`src/design/dcph_pkg.sv`:
```
package dcph_pkg;

  localparam int ROUNDS         = 16;
  localparam int ITERATIONS_DEF = 25;
  localparam int NUM_CHARS      = 8;
  localparam int CHAR_W         = 7;
  localparam int SALT_W         = 6;
  localparam int CFG_ADDR_W     = 2;

  localparam logic [CFG_ADDR_W-1:0] REG_SALT_FIRST  = 2'd0;
  localparam logic [CFG_ADDR_W-1:0] REG_SALT_SECOND = 2'd1;

  // Payload carried down the round pipeline.
  typedef struct packed {
    logic [31:0] l;
    logic [31:0] r;
    logic [55:0] cd;
  } stage_t;

  localparam logic [6:0] TAB_FP [64] = '{
    40,8,48,16,56,24,64,32,39,7,47,15,55,23,63,31,38,6,46,14,54,22,62,30,
    37,5,45,13,53,21,61,29,36,4,44,12,52,20,60,28,35,3,43,11,51,19,59,27,
    34,2,42,10,50,18,58,26,33,1,41,9,49,17,57,25};

  localparam logic [5:0] TAB_E [48] = '{
    32,1,2,3,4,5,4,5,6,7,8,9,8,9,10,11,12,13,12,13,14,15,16,17,
    16,17,18,19,20,21,20,21,22,23,24,25,24,25,26,27,28,29,28,29,30,31,32,1};

  localparam logic [5:0] TAB_P [32] = '{
    16,7,20,21,29,12,28,17,1,15,23,26,5,18,31,10,
    2,8,24,14,32,27,3,9,19,13,30,6,22,11,4,25};

  localparam logic [6:0] TAB_PC1 [56] = '{
    57,49,41,33,25,17,9,1,58,50,42,34,26,18,10,2,59,51,43,35,27,19,11,3,
    60,52,44,36,63,55,47,39,31,23,15,7,62,54,46,38,30,22,14,6,
    61,53,45,37,29,21,13,5,28,20,12,4};

  localparam logic [5:0] TAB_PC2 [48] = '{
    14,17,11,24,1,5,3,28,15,6,21,10,23,19,12,4,26,8,16,7,27,20,13,2,
    41,52,31,37,47,55,30,40,51,45,33,48,44,49,39,56,34,53,46,42,50,36,29,32};

  localparam int ROT_SCHED [16] = '{1,1,2,2,2,2,2,2,1,2,2,2,2,2,2,1};

  localparam logic [3:0] SBOX [512] = '{
    14,4,13,1,2,15,11,8,3,10,6,12,5,9,0,7, 0,15,7,4,14,2,13,1,10,6,12,11,9,5,3,8,
    4,1,14,8,13,6,2,11,15,12,9,7,3,10,5,0, 15,12,8,2,4,9,1,7,5,11,3,14,10,0,6,13,
    15,1,8,14,6,11,3,4,9,7,2,13,12,0,5,10, 3,13,4,7,15,2,8,14,12,0,1,10,6,9,11,5,
    0,14,7,11,10,4,13,1,5,8,12,6,9,3,2,15, 13,8,10,1,3,15,4,2,11,6,7,12,0,5,14,9,
    10,0,9,14,6,3,15,5,1,13,12,7,11,4,2,8, 13,7,0,9,3,4,6,10,2,8,5,14,12,11,15,1,
    13,6,4,9,8,15,3,0,11,1,2,12,5,10,14,7, 1,10,13,0,6,9,8,7,4,15,14,3,11,5,2,12,
    7,13,14,3,0,6,9,10,1,2,8,5,11,12,4,15, 13,8,11,5,6,15,0,3,4,7,2,12,1,10,14,9,
    10,6,9,0,12,11,7,13,15,1,3,14,5,2,8,4, 3,15,0,6,10,1,13,8,9,4,5,11,12,7,2,14,
    2,12,4,1,7,10,11,6,8,5,3,15,13,0,14,9, 14,11,2,12,4,7,13,1,5,0,15,10,3,9,8,6,
    4,2,1,11,10,13,7,8,15,9,12,5,6,3,0,14, 11,8,12,7,1,14,2,13,6,15,0,9,10,4,5,3,
    12,1,10,15,9,2,6,8,0,13,3,4,14,7,5,11, 10,15,4,2,7,12,9,5,6,1,13,14,0,11,3,8,
    9,14,15,5,2,8,12,3,7,0,4,10,1,13,11,6, 4,3,2,12,9,5,15,10,11,14,1,7,6,0,8,13,
    4,11,2,14,15,0,8,13,3,12,9,7,5,10,6,1, 13,0,11,7,4,9,1,10,14,3,5,12,2,15,8,6,
    1,4,11,13,12,3,7,14,10,15,6,8,9,5,0,2, 6,11,13,8,1,4,10,7,9,5,0,15,14,2,3,12,
    13,2,8,4,6,15,11,1,10,9,3,14,5,0,12,7, 1,15,13,8,10,3,7,4,12,5,6,11,0,14,9,2,
    7,11,4,1,9,12,14,2,0,6,10,13,15,3,5,8, 2,1,14,7,4,10,8,13,15,12,9,0,3,5,6,11};

  // Rotate one 28-bit key half left.
  function automatic logic [27:0] rot28(logic [27:0] v, int n);
    logic [27:0] res;
    res = (v << n) | (v >> (28 - n));
    return res;
  endfunction

  // Salted E expansion: salt bit j swaps entries j and j+24.
  function automatic logic [47:0] e_expand(logic [31:0] r, logic [11:0] salt);
    logic [47:0] x;
    int          idx;
    int          p;
    x = '0;
    for (int k = 0; k < 48; k++) begin
      idx = k;
      if (k < 12 && salt[k]) idx = k + 24;
      if (k >= 24 && k < 36 && salt[k-24]) idx = k - 24;
      p = 32 - int'(TAB_E[idx]);
      x[47-k] = r[p[4:0]];
    end
    return x;
  endfunction

  // DES round function with a given subkey.
  function automatic logic [31:0] f_func(logic [31:0] r, logic [47:0] subkey,
                                         logic [11:0] salt);
    logic [47:0] x;
    logic [5:0]  six;
    logic [31:0] s_out;
    logic [31:0] res;
    logic [8:0]  addr;
    int          p;
    x = e_expand(r, salt) ^ subkey;
    s_out = '0;
    for (int s = 0; s < 8; s++) begin
      six  = x[47-6*s -: 6];
      addr = {3'(s), six[5], six[0], six[4:1]};
      s_out[31-4*s -: 4] = SBOX[addr];
    end
    res = '0;
    for (int k = 0; k < 32; k++) begin
      p = 32 - int'(TAB_P[k]);
      res[31-k] = s_out[p[4:0]];
    end
    return res;
  endfunction

  function automatic logic [47:0] pc2(logic [55:0] cd);
    logic [47:0] res;
    int          p;
    res = '0;
    for (int k = 0; k < 48; k++) begin
      p = 56 - int'(TAB_PC2[k]);
      res[47-k] = cd[p[5:0]];
    end
    return res;
  endfunction

  function automatic logic [55:0] pc1(logic [63:0] key);
    logic [55:0] res;
    int          p;
    res = '0;
    for (int k = 0; k < 56; k++) begin
      p = 64 - int'(TAB_PC1[k]);
      res[55-k] = key[p[5:0]];
    end
    return res;
  endfunction

  function automatic logic [63:0] fp(logic [63:0] lr);
    logic [63:0] res;
    int          p;
    res = '0;
    for (int k = 0; k < 64; k++) begin
      p = 64 - int'(TAB_FP[k]);
      res[63-k] = lr[p[5:0]];
    end
    return res;
  endfunction

endpackage

```
`src/design/dcph_keysched.sv`:
```
module dcph_keysched (
  input  logic                                        clk,
  input  logic                                        rst,
  input  logic                                        in_valid,
  input  logic [dcph_pkg::NUM_CHARS*dcph_pkg::CHAR_W-1:0] chars,
  output logic                                        out_valid,
  output dcph_pkg::stage_t                            out_stage
);
  import dcph_pkg::*;

  logic [63:0] key;
  logic        ended;
  logic [6:0]  ch;

  // Pack characters into key bytes, zeroing from the first zero on.
  always_comb begin
    key   = '0;
    ended = 1'b0;
    ch    = '0;
    for (int i = 0; i < NUM_CHARS; i++) begin
      ch = chars[CHAR_W*(NUM_CHARS-1-i) +: CHAR_W];
      if (ch == '0) ended = 1'b1;
      if (ended) ch = '0;
      key[63-8*i -: 8] = {ch, 1'b0};
    end
  end

  // Hold the permuted key with zero data halves.
  always_ff @(posedge clk) begin
    if (rst) begin
      out_valid <= 1'b0;
    end else begin
      out_valid <= in_valid;
    end
    out_stage.l  <= '0;
    out_stage.r  <= '0;
    out_stage.cd <= pc1(key);
  end

endmodule

```
`config.mk`:
```
export PLATFORM = sky130hd
export DESIGN_NAME = dcph_keysched
export DESIGN_NICKNAME = d
export VERILOG_FILES = /design/src/design/dcph_pkg.sv /design/src/design/dcph_keysched.sv
export SDC_FILE = /design/constraint.sdc
export NUM_CORES = 1
export LEC_CHECK = 0
export BUFFER_PORTS_ARGS = -buffer_cell sky130_fd_sc_hd__buf_2
export CAP_MARGIN = 20
export CORE_MARGIN = 3
export CORE_UTILIZATION = 35
export DETAILED_ROUTE_END_ITERATION = 10
export PLACE_DENSITY_LB_ADDON = 0.1
export SKIP_CTS_REPAIR_TIMING = 1
export SYNTH_ARGS = -nofsm -noshare
export SYNTH_HDL_FRONTEND = slang
export SYNTH_SLANG_ARGS = --single-unit
export TNS_END_PERCENT = 50
```
`constraint.sdc`:
```
create_clock -name clk -period 1.15 [get_ports clk]
set_clock_uncertainty 0.1 [all_clocks]
set_input_delay 0 -clock clk [delete_from_list [all_inputs] [get_ports clk]]
set_output_delay 0 -clock clk [all_outputs]
set_load 0.02 [all_outputs]
```
== Yosys cells after proc, flatten, opt, wreduce, memory -nomap -nowiden ==
Cells that the tools add are included.

* Bits in latches: 0
* Bits in registers: 57
* Logic and storage cells: 25
* Memories: 0
* ROM bits: 0
* Bits in writable memories: 0

* Multipliers: 0
* Div/mod/pow operators: 0
* Mux-type cells: 8
* Shifts and indexed selects: 0
* Reductions and logical operators: 8
* Equality and inequality tests: 0
* $add $sub $neg: 0
* Bitwise operators: 0
* $lt $le $gt $ge: 0

{| class="wikitable"
|+ Operators with widths
! kind !! count
|-
| 7-bit zero test || 8
|-
| 1-bit two-way mux || 8
|}

== Longest topological paths before layout ==
Gate-level depths: netlist of run 1.

* Depth in word-level cells: 9
* Depth in mapped cells: 5
* Gate-level depth less buffers: 4

== Worst setup path before layout of run 1 ==
No wires, ideal clock.

* Kind: input to register
* Start point: in chars[9] in the netlist's numbering
* End point: reg out_stage[11] in the netlist's numbering
* Buffers on the path: 0
* Arrival time: 0.948 ns
* Slack: -0.033 ns
* Required time: 0.915 ns
* Cell stages on the path: 3
* Path through: or4_4 o41ai_4 nor4_1

* Longest elaborated chain between the ends: 3

{| class="wikitable"
|+ RTL lines
! item !! RTL line !! RTL
|-
| start: declaration || dcph_keysched.sv:5 || <nowiki>input logic [dcph_pkg::NUM_CHARS*dcph_pkg::CHAR_W-1:0] chars,</nowiki>
|-
| 7-bit zero test || dcph_keysched.sv:22 || <nowiki>if (ch == '0) ended = 1'b1;</nowiki>
|-
| 1-bit two-way mux (2 in series) || dcph_keysched.sv:22 ||
|-
| end: declaration || dcph_keysched.sv:7 || <nowiki>output dcph_pkg::stage_t out_stage</nowiki>
|}

No other way between the ends.
A chain may end at the register's enable or synchronous reset.

== Worst setup path after layout of run 1 ==
* Start point: in chars[7] in the netlist's numbering
* End point: reg out_stage[39] in the netlist's numbering

The elaborated chain is that of the path after synthesis.

==> run metrics, run 1 <==
Post-Place Setup Slack=-0.166 ns; total congestion overflow=0; Max VDD drop=0.000647 V; total power per unit cell area=about 1300 nW/um^2; post-DR wirelength/cell=11.8 um; fin crit period=between 1 and 1.5 ns; most common cell in the netlist=buf_4; asr flop ratio synth=0%; routability cong.=between 0.7 and 0.8; Area Growth Syn to Fin=55.2%; # IOs=180; Synth cell types=15; total number of vias=slightly above 2000; final hold viol count=0; row count=28; setup ws final=approximately 0.021 ns; Yosys Warn Count=0; initial DRC count=34; die area=approximately 7300 sq um; share of the synthesized area in the top cell type=51.4%; Seq pwr share=approximately 47%; dominant cell type by area after synthesis=dfxtp_1; Sw Share=27.8%; Setup Crit Path Kind=primary input to register; Initial DRT Pass Iterations=4; Mean Syn Cell Area=a little over 9 sq um; TritonCTS Buffers=9; fill count=564; Synth Register Bits=57; H-tree depth=3; CTS tree=yes; Tot Pwr=about 4500 uW; Initial Utilization=around 37%; # DRC=0; DRT antenna net count=0; Synth Cell Area=roughly 2200 sq um; share of layout cells above drive strength 1=between 30% and 40%; ys flop type=dfxtp_1; Gate power share=between 10% and 20%; CP max FO=7; first-pass GRT wire length=about 7.4 mm; P_leak=about 0.0018 uW; Internal=between 3000 and 4000 uW; fin nets=about 480; largest cells by area after synthesis=dfxtp_1 (51%), buf_4 (22%), and3_1 (3.9%), nand2_1 (3.7%), nor4_1 (3.7%); hold_ws=0.132 ns; EDFF count, synth=0; Sw Pwr=~1200 uW; commonest cells in the netlist=buf_4 (64), dfxtp_1 (57), nand2_1 (22); placed instance area=2720 sq um; critical path capture point type=register; unrepaired setup endpoints after global routing=no; I/O Buffers=~120; CTS Root Cell=clkbuf_8; Post-DP HPWL=between 4 and 5 mm; final setup violation count=0; f_max=just under 0.9 GHz; CP arrival=around 1.2 ns; ANT cells=0; clock share of power=33.4%; Core ar.=about 6000 sq um; largest net degree at the start of global routing=22; CTS Sinks=57; initial antenna violation count=0; fin. max-slew vios=0; min-delay worst type=primary input to register; Final period util=between 90% and 100%; Final Instance Area=between 3000 and 4000 sq um; startpoint class of the critical path=primary input; number of max-cap violations=0; vias in the first global route=roughly 1600; sequential share of the synthesized area=slightly above 50%; Via density=~4.1; Cells after Synth=between 200 and 250; Post-Route WL=slightly below 6 mm; clock buffer depth=2; Die Width=between 80 and 90 um; GRT Total Usage=a little over an eighth; clock slew at reported path FFs=0.06 ns; Critical Path RT=between 1 and 1.5 ns; Die Ht=about 86 um; status=complete, no violations
## cell type report
cell class,count,area (sq um),area share [%]
multi-input combinational,166,779,22.6
clock inverter,1,5.00,0.145
timing repair buffer,183,1280,37.2
clock buffer,12,145,4.21
sequential,57,1140,33.1
tap,75,93.8,2.72
## sequential cells by signal, summed over array words and instances, names as in the netlist
| signal | count |
|---|---|
| out_valid | 1 |
| out_stage | 56 |
## kinds of logic after synthesis
group	after synthesis	synth area share, %
simple gates	101	23.0
buf+inv	78	24.2
flops	57	51.4
compound gates	1	1.24
other cells	1	0.169
## worst paths after layout
check | end | startpoint | cells past startpoint | slack, ns
setup / recovery | out_stage[39] | chars[7] | 5 | 0.02
hold / removal | out_stage[17] | chars[24] | 6 | 0.13
## through the flow
| stage | cells | TNS [ns] | utilization, % |
|---|---|---|---|
| global route | 494 | 0 | 57.2 |
| floorplan | 301 | -0.230 | - |
| CTS | 436 | 0 | 47.5 |
| global placement | 423 | -1.59 | 45.1 |
| detailed placement | 423 | -1.53 | 45.1 |
| finish | 494 | 0 | 57.2 |
## power by group through the flow
stage / registers (uW) / logic [uW] / clock network (uW)
CTS: 2120 / 707 / 1540
global placement: 2170 / 704 / 0
detailed placement: 2170 / 706 / 0
global route: 2140 / 927 / 1640
floorplan: 2330 / 446 / 0
finish: 2120 / 863 / 1500
## cells in the final DEF, fill, tap and decap left out
| cell | Yosys | routed |
|---|---|---|
| buf_2 | 3 | 115 |
| conb_1 | 1 | 64 |
| dlygate4sd3_1 | 0 | 58 |
| dfxtp_1 | 57 | 57 |
| nand2_1 | 22 | 22 |
| nand3_1 | 15 | 15 |
| nor2_1 | 14 | 14 |
| and3_1 | 14 | 14 |
| nor4_1 | 13 | 13 |
| nor3_1 | 13 | 13 |
| clkbuf_8 | 0 | 10 |
| and2_1 | 8 | 8 |
| buf_4 | 64 | 6 |
| buf_12 | 0 | 4 |
| clkbuf_1 | 11 | 2 |
| or4_4 | 1 | 1 |
| o41ai_4 | 1 | 1 |
| nor2b_1 | 1 | 1 |
| clkinv_2 | 0 | 1 |
## critical path, cell delays in order
cell	delay, ns
dlygate4sd3_1	0.53
buf_2	0.15
o41ai_4	0.31
buf_4	0.19
nor4_1	0.05
## routing by layer
metal | up-vias | GRT usage (%) | part of all wire (%)
li1 | 1009 | - | -
met1 | 904 | 15.2 | 38
met2 | 105 | 21.3 | 49
met3 | 13 | 3.46 | 10
met4 | 0 | 8.06 | 2.4
met5 | - | 0 | 0
No activity file was read; power rests on OpenSTA's default activity.
==> run 2: changes to the inputs <==
--- a/config.mk
+++ b/config.mk
@@ -11,6 +11,7 @@
 export CORE_UTILIZATION = 35
 export DETAILED_ROUTE_END_ITERATION = 10
 export PLACE_DENSITY_LB_ADDON = 0.1
+export REMOVE_ABC_BUFFERS = 1
 export SKIP_CTS_REPAIR_TIMING = 1
 export SYNTH_ARGS = -nofsm -noshare
 export SYNTH_HDL_FRONTEND = slang
==> run 2 against run 1 <==
Compared with the run above:
- hold slack got worse by 0.061 ns
- worst setup slack improved by 0.0093 ns
- sequential share of layout area decreased by 0.51 points
- flip-flop and latch count unchanged
- final area increased by 1.6%
- critical endpoint is now out_stage[31]
- largest cell class unchanged
- largest power group unchanged
==> run metrics, run 2 (synthesis results as in run 1) <==
min-delay worst type=primary input to register; Post-DP HPWL=around 4 mm; final non-filler cell total=between 400 and 500; fin. max-slew vios=0; Final Instance Area=3500 sq um; Final period util=a little over nine tenths; critical path capture point type=register; max FFs per register=56; f_max=0.893 GHz; hold path cells=4; most frequent cells in the layout=buf_2 (115), conb_1 (64), dlygate4sd3_1 (58); final setup violation count=0; first-pass GRT wire length=between 7 and 8 mm; startpoint class of the critical path=primary input; Die Width=85.7 um; Area Growth Syn to Fin=57.6%; Min-Delay Startpoint=chars[55]; clock share of power=a little under two fifths; Tot Pwr=4790 uW; number of max-cap violations=0; setup ws final=a little over 0.03 ns; Post-Place Setup Slack=-0.164 ns; clock slew at reported path FFs=0.06 ns; biggest regs=out_stage (56), out_valid (1); Seq pwr share=44.4%; clock buffer depth=2; DRT antenna net count=0; share of layout cells above drive strength 1=around 33%; P_leak=0.00186 uW; ANT cells=0; dpl cells=~430; # IOs=between 150 and 200; routability cong.=approximately 0.79; Initial Utilization=36.9%; CTS Root Cell=clkbuf_8; WHS Endpoint=out_stage[6]; total power per unit cell area=roughly 1400 nW/um^2; H-tree depth=3; Max VDD drop=a little under 0.0008 V; Sw Share=between 20% and 30%; Critical Path RT=between 1 and 1.5 ns; largest net degree at the start of global routing=22; fin nets=between 400 and 500; Initial DRT Pass Iterations=4; Via density=4.08; final hold viol count=0; CP arrival=around 1.2 ns; Reg with most FFs=out_stage; die area=about 7300 sq um; Post-Route WL=roughly 6 mm; CP max FO=7; fin crit period=1.12 ns; GRT Total Usage=a little over an eighth; Setup Crit Path Kind=primary input to register; commonest non-fill, non-tap cell in the layout=buf_2; initial antenna violation count=0; Internal=between 3000 and 4000 uW; Layout Utilization=about three fifths; post-DR wirelength/cell=about 12 um; FF/Latch Area=approximately 1100 sq um; I/O Buffers=about 120; initial DRC count=75; placed instance area=roughly 2700 sq um; Die Ht=~86 um; CTS tree=yes; CTS Sinks=57; TritonCTS Buffers=9; multi-input logic area=between 700 and 800 sq um; total number of vias=between 2000 and 2500; vias in the first global route=1646; # DRC=0; row count=28; Gate power share=between 15 and 20%; Sw Pwr=1300 uW; total congestion overflow=0; Core ar.=6030 sq um; fill count=between 500 and 600; status=complete, no violations
[run 2: final cells by class]
class,count,area share [%]
clock buffer,13,4.25
clock inverter,3,1.14
multi-input combinational,166,22.3
sequential,57,32.6
tap,75,2.68
timing repair buffer,185,37.0
[run 2: worst max-delay path, stage by stage]
cell and delay, ns:
dlygate4sd3_1 0.56, buf_2 0.15, o41ai_4 0.26, buf_4 0.19, nor4_1 0.06
[run 2: power groups by stage]
stage / Combinational (uW) / Clock [uW] / Sequential, uW
floorplan: 270 / 0 / 2330
global placement: 703 / 0 / 2170
global route: 930 / 1950 / 2140
CTS: 707 / 1850 / 2130
detailed placement: 706 / 0 / 2170
finish: 864 / 1800 / 2120
[run 2: how the worst max path moves through the flow]
| stage | from | slack [ns] | cells after the start | to |
|---|---|---|---|---|
| after floorplan | chars[37] | -0.11 | 4 | out_stage[16] |
| after global placement | chars[9] | -0.16 | 5 | out_stage[47] |
| after detailed placement | chars[9] | -0.16 | 5 | out_stage[27] |
| after CTS | chars[9] | 0.18 | 5 | out_stage[31] |
| after global routing | chars[7] | -0.005 | 5 | out_stage[31] |
| final | chars[10] | 0.03 | 5 | out_stage[31] |
[run 2: through the flow]
| stage | TNS (ns) | hold slack, ns |
|---|---|---|
| after floorplan | -1.76 | -0.0723 |
| after global placement | -1.41 | 0.0164 |
| after detailed placement | -1.49 | 0.0172 |
| after CTS | 0 | -0.330 |
| after global routing | -0.0100 | 0.0740 |
| final | 0 | 0.0710 |
[run 2: routing by layer]
layer	vias up	global-route usage, %	part of all wire (%)	wire length [um]
li1	1017	-	-	-
met1	907	15.6	38	2280
met3	4	6.05	10	605
met4	0	6.91	0.87	52
met2	109	21.3	51	3020
met5	-	0	0	0
