===== config.mk =====
export PLATFORM = sky130hd
export DESIGN_NAME = dcph_round
export DESIGN_NICKNAME = d
export VERILOG_FILES = /design/src/design/dcph_pkg.sv /design/src/design/dcph_round.sv
export SDC_FILE = /design/constraint.sdc
export NUM_CORES = 1
export LEC_CHECK = 0
export ABC_AREA = 1
export ABC_CLOCK_PERIOD_IN_PS = 2500
export BUFFER_PORTS_ARGS = -buffer_cell sky130_fd_sc_hd__buf_2
export CORE_UTILIZATION = 53
export CTS_CLUSTER_SIZE = 14
export DETAILED_ROUTE_END_ITERATION = 8
export GPL_ROUTABILITY_DRIVEN = 0
export PLACE_DENSITY = 0.82
export SLEW_MARGIN = 20
export SYNTH_ARGS = -nofsm -noshare
export SYNTH_HDL_FRONTEND = slang
export SYNTH_SLANG_ARGS = --single-unit

===== constraint.sdc =====
create_clock -name clk -period 2.5 [get_ports clk]
set_input_delay 0.5 -clock clk [delete_from_list [all_inputs] [get_ports clk]]
set_output_delay 0.5 -clock clk [all_outputs]
set_load 0.01 [all_outputs]

===== src/design/dcph_pkg.sv =====
package dcph_pkg;

  localparam int ROUNDS         = 16;
  localparam int ITERATIONS_DEF = 25;
  localparam int NUM_CHARS      = 8;
  localparam int CHAR_W         = 7;
  localparam int SALT_W         = 6;
  localparam int CFG_ADDR_W     = 2;

  localparam logic [CFG_ADDR_W-1:0] REG_SALT_FIRST  = 2'd0;
  localparam logic [CFG_ADDR_W-1:0] REG_SALT_SECOND = 2'd1;

  // Payload carried down the round pipeline.
  typedef struct packed {
    logic [31:0] l;
    logic [31:0] r;
    logic [55:0] cd;
  } stage_t;

  localparam logic [6:0] TAB_FP [64] = '{
    40,8,48,16,56,24,64,32,39,7,47,15,55,23,63,31,38,6,46,14,54,22,62,30,
    37,5,45,13,53,21,61,29,36,4,44,12,52,20,60,28,35,3,43,11,51,19,59,27,
    34,2,42,10,50,18,58,26,33,1,41,9,49,17,57,25};

  localparam logic [5:0] TAB_E [48] = '{
    32,1,2,3,4,5,4,5,6,7,8,9,8,9,10,11,12,13,12,13,14,15,16,17,
    16,17,18,19,20,21,20,21,22,23,24,25,24,25,26,27,28,29,28,29,30,31,32,1};

  localparam logic [5:0] TAB_P [32] = '{
    16,7,20,21,29,12,28,17,1,15,23,26,5,18,31,10,
    2,8,24,14,32,27,3,9,19,13,30,6,22,11,4,25};

  localparam logic [6:0] TAB_PC1 [56] = '{
    57,49,41,33,25,17,9,1,58,50,42,34,26,18,10,2,59,51,43,35,27,19,11,3,
    60,52,44,36,63,55,47,39,31,23,15,7,62,54,46,38,30,22,14,6,
    61,53,45,37,29,21,13,5,28,20,12,4};

  localparam logic [5:0] TAB_PC2 [48] = '{
    14,17,11,24,1,5,3,28,15,6,21,10,23,19,12,4,26,8,16,7,27,20,13,2,
    41,52,31,37,47,55,30,40,51,45,33,48,44,49,39,56,34,53,46,42,50,36,29,32};

  localparam int ROT_SCHED [16] = '{1,1,2,2,2,2,2,2,1,2,2,2,2,2,2,1};

  localparam logic [3:0] SBOX [512] = '{
    14,4,13,1,2,15,11,8,3,10,6,12,5,9,0,7, 0,15,7,4,14,2,13,1,10,6,12,11,9,5,3,8,
    4,1,14,8,13,6,2,11,15,12,9,7,3,10,5,0, 15,12,8,2,4,9,1,7,5,11,3,14,10,0,6,13,
    15,1,8,14,6,11,3,4,9,7,2,13,12,0,5,10, 3,13,4,7,15,2,8,14,12,0,1,10,6,9,11,5,
    0,14,7,11,10,4,13,1,5,8,12,6,9,3,2,15, 13,8,10,1,3,15,4,2,11,6,7,12,0,5,14,9,
    10,0,9,14,6,3,15,5,1,13,12,7,11,4,2,8, 13,7,0,9,3,4,6,10,2,8,5,14,12,11,15,1,
    13,6,4,9,8,15,3,0,11,1,2,12,5,10,14,7, 1,10,13,0,6,9,8,7,4,15,14,3,11,5,2,12,
    7,13,14,3,0,6,9,10,1,2,8,5,11,12,4,15, 13,8,11,5,6,15,0,3,4,7,2,12,1,10,14,9,
    10,6,9,0,12,11,7,13,15,1,3,14,5,2,8,4, 3,15,0,6,10,1,13,8,9,4,5,11,12,7,2,14,
    2,12,4,1,7,10,11,6,8,5,3,15,13,0,14,9, 14,11,2,12,4,7,13,1,5,0,15,10,3,9,8,6,
    4,2,1,11,10,13,7,8,15,9,12,5,6,3,0,14, 11,8,12,7,1,14,2,13,6,15,0,9,10,4,5,3,
    12,1,10,15,9,2,6,8,0,13,3,4,14,7,5,11, 10,15,4,2,7,12,9,5,6,1,13,14,0,11,3,8,
    9,14,15,5,2,8,12,3,7,0,4,10,1,13,11,6, 4,3,2,12,9,5,15,10,11,14,1,7,6,0,8,13,
    4,11,2,14,15,0,8,13,3,12,9,7,5,10,6,1, 13,0,11,7,4,9,1,10,14,3,5,12,2,15,8,6,
    1,4,11,13,12,3,7,14,10,15,6,8,9,5,0,2, 6,11,13,8,1,4,10,7,9,5,0,15,14,2,3,12,
    13,2,8,4,6,15,11,1,10,9,3,14,5,0,12,7, 1,15,13,8,10,3,7,4,12,5,6,11,0,14,9,2,
    7,11,4,1,9,12,14,2,0,6,10,13,15,3,5,8, 2,1,14,7,4,10,8,13,15,12,9,0,3,5,6,11};

  // Rotate one 28-bit key half left.
  function automatic logic [27:0] rot28(logic [27:0] v, int n);
    logic [27:0] res;
    res = (v << n) | (v >> (28 - n));
    return res;
  endfunction

  // Salted E expansion: salt bit j swaps entries j and j+24.
  function automatic logic [47:0] e_expand(logic [31:0] r, logic [11:0] salt);
    logic [47:0] x;
    int          idx;
    int          p;
    x = '0;
    for (int k = 0; k < 48; k++) begin
      idx = k;
      if (k < 12 && salt[k]) idx = k + 24;
      if (k >= 24 && k < 36 && salt[k-24]) idx = k - 24;
      p = 32 - int'(TAB_E[idx]);
      x[47-k] = r[p[4:0]];
    end
    return x;
  endfunction

  // DES round function with a given subkey.
  function automatic logic [31:0] f_func(logic [31:0] r, logic [47:0] subkey,
                                         logic [11:0] salt);
    logic [47:0] x;
    logic [5:0]  six;
    logic [31:0] s_out;
    logic [31:0] res;
    logic [8:0]  addr;
    int          p;
    x = e_expand(r, salt) ^ subkey;
    s_out = '0;
    for (int s = 0; s < 8; s++) begin
      six  = x[47-6*s -: 6];
      addr = {3'(s), six[5], six[0], six[4:1]};
      s_out[31-4*s -: 4] = SBOX[addr];
    end
    res = '0;
    for (int k = 0; k < 32; k++) begin
      p = 32 - int'(TAB_P[k]);
      res[31-k] = s_out[p[4:0]];
    end
    return res;
  endfunction

  function automatic logic [47:0] pc2(logic [55:0] cd);
    logic [47:0] res;
    int          p;
    res = '0;
    for (int k = 0; k < 48; k++) begin
      p = 56 - int'(TAB_PC2[k]);
      res[47-k] = cd[p[5:0]];
    end
    return res;
  endfunction

  function automatic logic [55:0] pc1(logic [63:0] key);
    logic [55:0] res;
    int          p;
    res = '0;
    for (int k = 0; k < 56; k++) begin
      p = 64 - int'(TAB_PC1[k]);
      res[55-k] = key[p[5:0]];
    end
    return res;
  endfunction

  function automatic logic [63:0] fp(logic [63:0] lr);
    logic [63:0] res;
    int          p;
    res = '0;
    for (int k = 0; k < 64; k++) begin
      p = 64 - int'(TAB_FP[k]);
      res[63-k] = lr[p[5:0]];
    end
    return res;
  endfunction

endpackage


===== src/design/dcph_round.sv =====
module dcph_round #(
  parameter int ROT = 1
) (
  input  logic             clk,
  input  logic             rst,
  input  logic [11:0]      salt,
  input  logic             in_valid,
  input  dcph_pkg::stage_t in_stage,
  output logic             out_valid,
  output dcph_pkg::stage_t out_stage
);
  import dcph_pkg::*;

  logic [55:0] cd_next;
  logic [31:0] r_next;

  // Advance the key schedule, then run one Feistel round.
  always_comb begin
    cd_next = {rot28(in_stage.cd[55:28], ROT), rot28(in_stage.cd[27:0], ROT)};
    r_next  = in_stage.l ^ f_func(in_stage.r, pc2(cd_next), salt);
  end

  always_ff @(posedge clk) begin
    if (rst) begin
      out_valid <= 1'b0;
    end else begin
      out_valid <= in_valid;
    end
    out_stage.l  <= in_stage.r;
    out_stage.r  <= r_next;
    out_stage.cd <= cd_next;
  end

endmodule


Yosys cells after proc, flatten, opt, wreduce, memory -nomap -nowiden
Memory sizes are Yosys's and may differ from the RTL's.
Index checks and enable logic that the tools add are counted.
Word-level totals
  flip-flop bits (word level): 121
  memory bits (writable): 0
  word-level logic and storage cells: 288
  memories: 32
  bits in read-only memories: 25600
  output and inout bits: 121
  input bits: 135
  bits in latches: 0
Memory list
  (name not given): depth 512, width 4, rd ports 1, clocked after Yosys merged registers in 0, write ports 0, RTL line dcph_pkg.sv:99  | s_out[31-4*s -: 4] = SBOX[addr];
  (name not given): depth 512, width 4, rd ports 1, clocked after Yosys merged registers in 0, write ports 0, RTL line dcph_pkg.sv:99
  (name not given): depth 512, width 4, rd ports 1, clocked after Yosys merged registers in 0, write ports 0, RTL line dcph_pkg.sv:99
  (name not given): depth 512, width 4, rd ports 1, clocked after Yosys merged registers in 0, write ports 0, RTL line dcph_pkg.sv:99
  (name not given): depth 512, width 4, rd ports 1, clocked after Yosys merged registers in 0, write ports 0, RTL line dcph_pkg.sv:99
  (name not given): depth 512, width 4, rd ports 1, clocked after Yosys merged registers in 0, write ports 0, RTL line dcph_pkg.sv:99
  26 more memories
Operators by class
  order comparisons: 56
  bitwise gates (word level): 36
  $mul: 0
  equality and inequality tests: 0
  shifts and indexed selects: 0
  reductions and logical operators: 0
  div/mod/pow operators: 0
  multiplexer cells: 136
  add/subtract/negate cells: 24
Operators with widths (count)
  32-bit by 7-bit greater-or-equal comparator with 1-bit output, second input constant: 24
  5-bit NOT with 32-bit output: 16
  5-bit 2-to-1 mux: 64
  6-bit NOT with 32-bit output: 8
  5-bit by 6-bit less-than comparator with 1-bit output, second input constant: 24
  1-bit binary-select mux with 5-bit select: 24
  1-bit by 5-bit subtractor with 5-bit output, first input constant: 24
  10-bit greater-or-equal comparator, second input constant: 8
  4-bit 2-to-1 mux: 16
  28-bit by 1-bit OR with 28-bit output: 2
  6-bit 2-to-1 mux: 8
  48-bit XOR: 1
  9-bit NOT with 10-bit output: 4
  32-bit XOR: 1
  1-bit 2-to-1 mux: 24
  8-bit NOT with 10-bit output: 2
  6-bit NOT with 10-bit output: 1
  7-bit NOT with 10-bit output: 1

Depth between registers and ports, before layout
  depth in word-level cells: 14
  mapped depth: 15
  depth with buffers taken out: 15

Worst setup path after synthesis
OpenSTA, ideal clock, no wires.
  path type: input to register
  start: in in_stage[27] (netlist name)
  end: reg out_stage[56] (netlist name)
  stages on the path: 12
  arrival: 2169 ps
  buffers on the path: 0
  setup time: 112 ps
  slack: 219 ps
  data required time: 2388 ps
  cells stage by stage: xnor2_1 inv_1 ha_1 or2_2 nand2_1 nand3_1 nand2_1 nand2_1 nand2_1 nand2_1 nand3b_1 nand2_1
On the way
  word-level cells in the longest chain between the ends: 7
RTL lines
  start, declared: RTL line dcph_round.sv:8  | input dcph_pkg::stage_t in_stage,
  28-bit by 1-bit OR with 28-bit output: RTL line dcph_pkg.sv:65  | res = (v << n) | (v >> (28 - n));
  48-bit XOR: RTL line dcph_pkg.sv:94  | x = e_expand(r, salt) ^ subkey;
  9-bit NOT with 10-bit output (implied by the code): RTL line dcph_pkg.sv:99
  memory read 512 x 4 bit
  4-bit 2-to-1 mux (implied by the code) (2 in series): RTL line dcph_pkg.sv:99
  32-bit XOR: RTL line dcph_round.sv:20  | r_next = in_stage.l ^ f_func(in_stage.r, pc2(cd_next), salt);
  net r_next[0]: RTL line dcph_round.sv:15  | logic [31:0] r_next;
  end, declared: RTL line dcph_round.sv:10  | output dcph_pkg::stage_t out_stage
The timed path passes the listed nets, and every way through them passes these cells. The select of a mux whose other input is x is not followed.
A chain may end at the register's enable or synchronous reset.

Worst setup path in the final report
  start: in salt[10]
  end: reg out_stage[75] (netlist name)
On the way
  word-level cells in the longest chain between the ends: 14
RTL lines
  start, declared: RTL line dcph_round.sv:6  | input logic [11:0] salt,
  6-bit 2-to-1 mux: RTL line dcph_pkg.sv:77  | if (k < 12 && salt[k]) idx = k + 24;
  6-bit NOT with 32-bit output (implied by the code): RTL line dcph_pkg.sv:79  | p = 32 - int'(TAB_E[idx]);
  memory read 64 x 6 bit
  5-bit 2-to-1 mux (implied by the code) (2 in series): RTL line dcph_pkg.sv:79
  1-bit by 5-bit subtractor with 5-bit output: RTL line dcph_pkg.sv:79
  1-bit binary-select mux with 5-bit select: RTL line dcph_pkg.sv:80  | x[47-k] = r[p[4:0]];
  1-bit 2-to-1 mux (implied by the code): RTL line dcph_pkg.sv:80
  48-bit XOR: RTL line dcph_pkg.sv:94
  7-bit NOT with 10-bit output (implied by the code): RTL line dcph_pkg.sv:99
  memory read 512 x 4 bit
  4-bit 2-to-1 mux (implied by the code) (2 in series): RTL line dcph_pkg.sv:99
  32-bit XOR: RTL line dcph_round.sv:20
  net r_next[19]: RTL line dcph_round.sv:15
The timed path passes the listed nets, and every way through them passes these cells. The select of a mux whose other input is x is not followed.

==> metrics.log <==
[metrics] number of endpoints failing setup at the final stage: 0
[metrics] status: finished clean
[metrics] kind of capture point of the worst setup path: flop
[metrics] total die area: 0.0168 mm2
[metrics] die extent in y: 129 um
[metrics] sequential fraction of the synthesis area: between 20% and 30%
[metrics] Hold Fails Final Rpt: 0
[metrics] Clock Root Buffer: sky130_fd_sc_hd__clkbuf_16
[metrics] WL final: between 20 and 25 mm
[metrics] cell area after synthesis: 0.00861 mm2
[metrics] most frequent standard cell in the layout excluding fill and tap cells: sky130_fd_sc_hd__nand2_1
[metrics] buffers inserted during post-CTS setup optimization: 0
[metrics] area delta synth->final: 26.3%
[metrics] Final ANT Viol Nets: 0
[metrics] combined global-route utilization of all metal layers: between 20% and 30%
[metrics] number of flip-flops and latches in the synthesized netlist: between 100 and 150
[metrics] Clock transition at path regs: about 60 ps
[metrics] iteration-0 DRC count of the detailed router: about 1.5k
[metrics] required arrival time at the worst endpoint: ~2800 ps
[metrics] Gate Count Post-Synth: 1379
[metrics] power density normalized to cell area: 644 mW/mm2
[metrics] average via count per standard cell: 5.29
[metrics] total DRC errors in the routed layout: 0
[metrics] total CTS buffers: 17
[metrics] Critical Path Fanout Max: 7
[metrics] largest voltage drop on the vdd net: about 0.00048 V
[metrics] Overflow after GRT: 0
[metrics] sum of negative setup slack: 0 ps
[metrics] maximum single-stage delay on the critical path: between 400 and 500 ps
[metrics] tightest hold margin: between 150 and 200 ps
[metrics] reported leakage power: ~6.1 nW
[metrics] hold buffer count at CTS: 0
[metrics] number of buffers inserted by port buffering: about 260
[metrics] maximum number of pins on one net before global-route repair: 20
[metrics] standard-cell rows: 46
[metrics] Least-Margin Pin Slew: roughly 590 ps
[metrics] final core utilization: between 60% and 70%
[metrics] Clock Sink Count: ~120
[metrics] Via Count: 10.0k
[metrics] total of cells resized after clock tree synthesis: 0
[metrics] x dimension of the die: approximately 130 um
[metrics] yosys synthesis warning count: 0
[metrics] portion of the clock cycle consumed by the worst path in the final layout: roughly three quarters
[metrics] mean routed wirelength per cell: between 10 and 15 um
[metrics] Core ar.: ~0.016 mm2
[metrics] worst relative slew slack: roughly 60%
[metrics] number of distinct library cells after synthesis: 30
[metrics] antenna violations before repair: 2
[metrics] number of optimization iterations in the first detailed-route pass: 6
[metrics] via count of the first global-routing pass: between 8k and 9k
[metrics] Post-Syn Nets: ~1.6k
[metrics] final worst path period need: 1870 ps
[metrics] crit-path cells: buf_2, inv_1, nand2_1, nand3_1, nand2_1, ha_1, inv_1, nand3_1, nand3_1, nand3_1, nand2_1, nand2_1, nand2_1, nand2_1, nand2_1
[metrics] CTS HTree Levels: 4
[metrics] library cell contributing the largest single delay on the critical path: sky130_fd_sc_hd__ha_1
[metrics] cell family with the largest share of critical-path delay: simple AND/OR/NAND/NOR gates
[metrics] achievable frequency: ~540 MHz
[metrics] half-perimeter wire length after placement: 18.7 mm
[metrics] sum of buffers and inverters on the critical path: 3
[metrics] unrepaired setup endpoints after global routing: no
[metrics] number of top-level pins: ~260
[metrics] Avg Inst Size Synth: ~6.2 um2
[metrics] max-cap violation count: 0
[metrics] min-delay worst type: input pin to flop
[metrics] wire length of the first global-routing pass: between 30 and 40 mm
[metrics] fraction of layout instances using a drive strength above 1: about a fifth
[metrics] kind of launch point of the worst setup path: input pin
[metrics] dominant cell type by count on the critical path: sky130_fd_sc_hd__nand2_1
[metrics] most used cells in the layout excluding fill and tap cells: sky130_fd_sc_hd__nand2_1 (556), sky130_fd_sc_hd__nand3_1 (328), sky130_fd_sc_hd__buf_2 (255)
[metrics] Crit Path Category: input pin to flop
[metrics] final count of pins violating max slew: 0
[metrics] maximum count of clock buffers along a single path: 2
[metrics] Nets: 1863
[metrics] data arrival time of the critical path: 2180 ps
[metrics] CTS tree: done
[metrics] effective utilization at floorplan: between 50 and 60%
==> stage by stage <==
step | setup WS [ps] | power [mW] | cell area [um2] | instances
2_1_floorplan | 219 | 3.86 | 8610 | 1379
3_3_place_gp | 308 | 4.60 | 10300 | 1863
3_5_place_dp | 210 | 4.64 | 10300 | 1863
4_1_cts | 663 | 7.01 | 10900 | 1895
5_1_grt | 394 | 7.47 | 10900 | 1897
6_report | 632 | 7.00 | 10900 | 1898
==> registers in the layout, summed over array words and instances, names as in the netlist <==
name	cells
out_valid	1
out_stage	120
==> layout make-up <==
class,instances,area [um2]
timing repair buffer,286,1510
fill,1386,5000
clock inverter,14,124
antenna,3,7.51
multi-input combinational,1112,5630
clock buffer,18,439
sequential,121,2420
inverter,128,483
tap,216,270
==> path summary, 6_finish.rpt <==
kind / startpoint / end / cells after the start
setup / recovery: salt[10] / out_stage[75]$_DFF_P_ / 15
hold / removal: in_stage[20] / out_stage[21]$_DFF_P_ / 1
==> layer usage <==
metal / GRT usage [%] / part of all wire [%]
met5: 0 / 0
met2: 47.9 / 48
met3: 5.82 / 8.1
met4: 12.7 / 2.7
met1: 34.5 / 41
==> kinds of logic after synthesis <==
logic type | count (synthesis) | share of synthesized area (%)
flops | 121 | 28.1
compound gates | 80 | 5.29
xor+xnor | 38 | 4.43
simple gates | 932 | 46.6
buf+inv | 146 | 6.58
fa+ha+maj | 62 | 9.01
==> report_power, final <==
| part | internal (mW) | switching (mW) | total, mW |
|---|---|---|---|
| clock network | 1.39 | 0.971 | 2.37 |
| registers | 2.13 | 0.0443 | 2.17 |
| logic | 0.910 | 1.55 | 2.46 |
==> cells in the mapped netlist <==
cell | n | share of area (%)
sky130_fd_sc_hd__xnor2_2 | 2 | 0.38
sky130_fd_sc_hd__xor2_2 | 2 | 0.38
sky130_fd_sc_hd__xnor2_1 | 20 | 2.0
sky130_fd_sc_hd__dfxtp_1 | 121 | 28
sky130_fd_sc_hd__nand3b_1 | 21 | 1.8
sky130_fd_sc_hd__xor2_4 | 1 | 0.32
sky130_fd_sc_hd__buf_1 | 1 | 0.044
sky130_fd_sc_hd__xor2_1 | 13 | 1.3
sky130_fd_sc_hd__buf_2 | 10 | 0.58
sky130_fd_sc_hd__a31oi_1 | 1 | 0.073
sky130_fd_sc_hd__o21ai_1 | 1 | 0.058
sky130_fd_sc_hd__o21a_1 | 1 | 0.087
sky130_fd_sc_hd__clkbuf_1 | 6 | 0.26
sky130_fd_sc_hd__o21ai_0 | 44 | 2.6
sky130_fd_sc_hd__nand2_1 | 556 | 24
sky130_fd_sc_hd__buf_4 | 1 | 0.087
sky130_fd_sc_hd__nand3_2 | 2 | 0.23
sky130_fd_sc_hd__nand2_2 | 2 | 0.15
sky130_fd_sc_hd__nand3_1 | 328 | 19
sky130_fd_sc_hd__o211ai_1 | 17 | 1.5
sky130_fd_sc_hd__nor2_1 | 20 | 0.87
sky130_fd_sc_hd__nand4_1 | 2 | 0.15
sky130_fd_sc_hd__inv_4 | 1 | 0.073
sky130_fd_sc_hd__o21bai_1 | 1 | 0.087
sky130_fd_sc_hd__ha_1 | 62 | 9.0
sky130_fd_sc_hd__clkinv_1 | 2 | 0.087
sky130_fd_sc_hd__a21boi_2 | 1 | 0.13
sky130_fd_sc_hd__a21oi_1 | 14 | 0.81
sky130_fd_sc_hd__inv_1 | 125 | 5.4
sky130_fd_sc_hd__or2_2 | 1 | 0.073
Power figures use the tool's default switching activity.
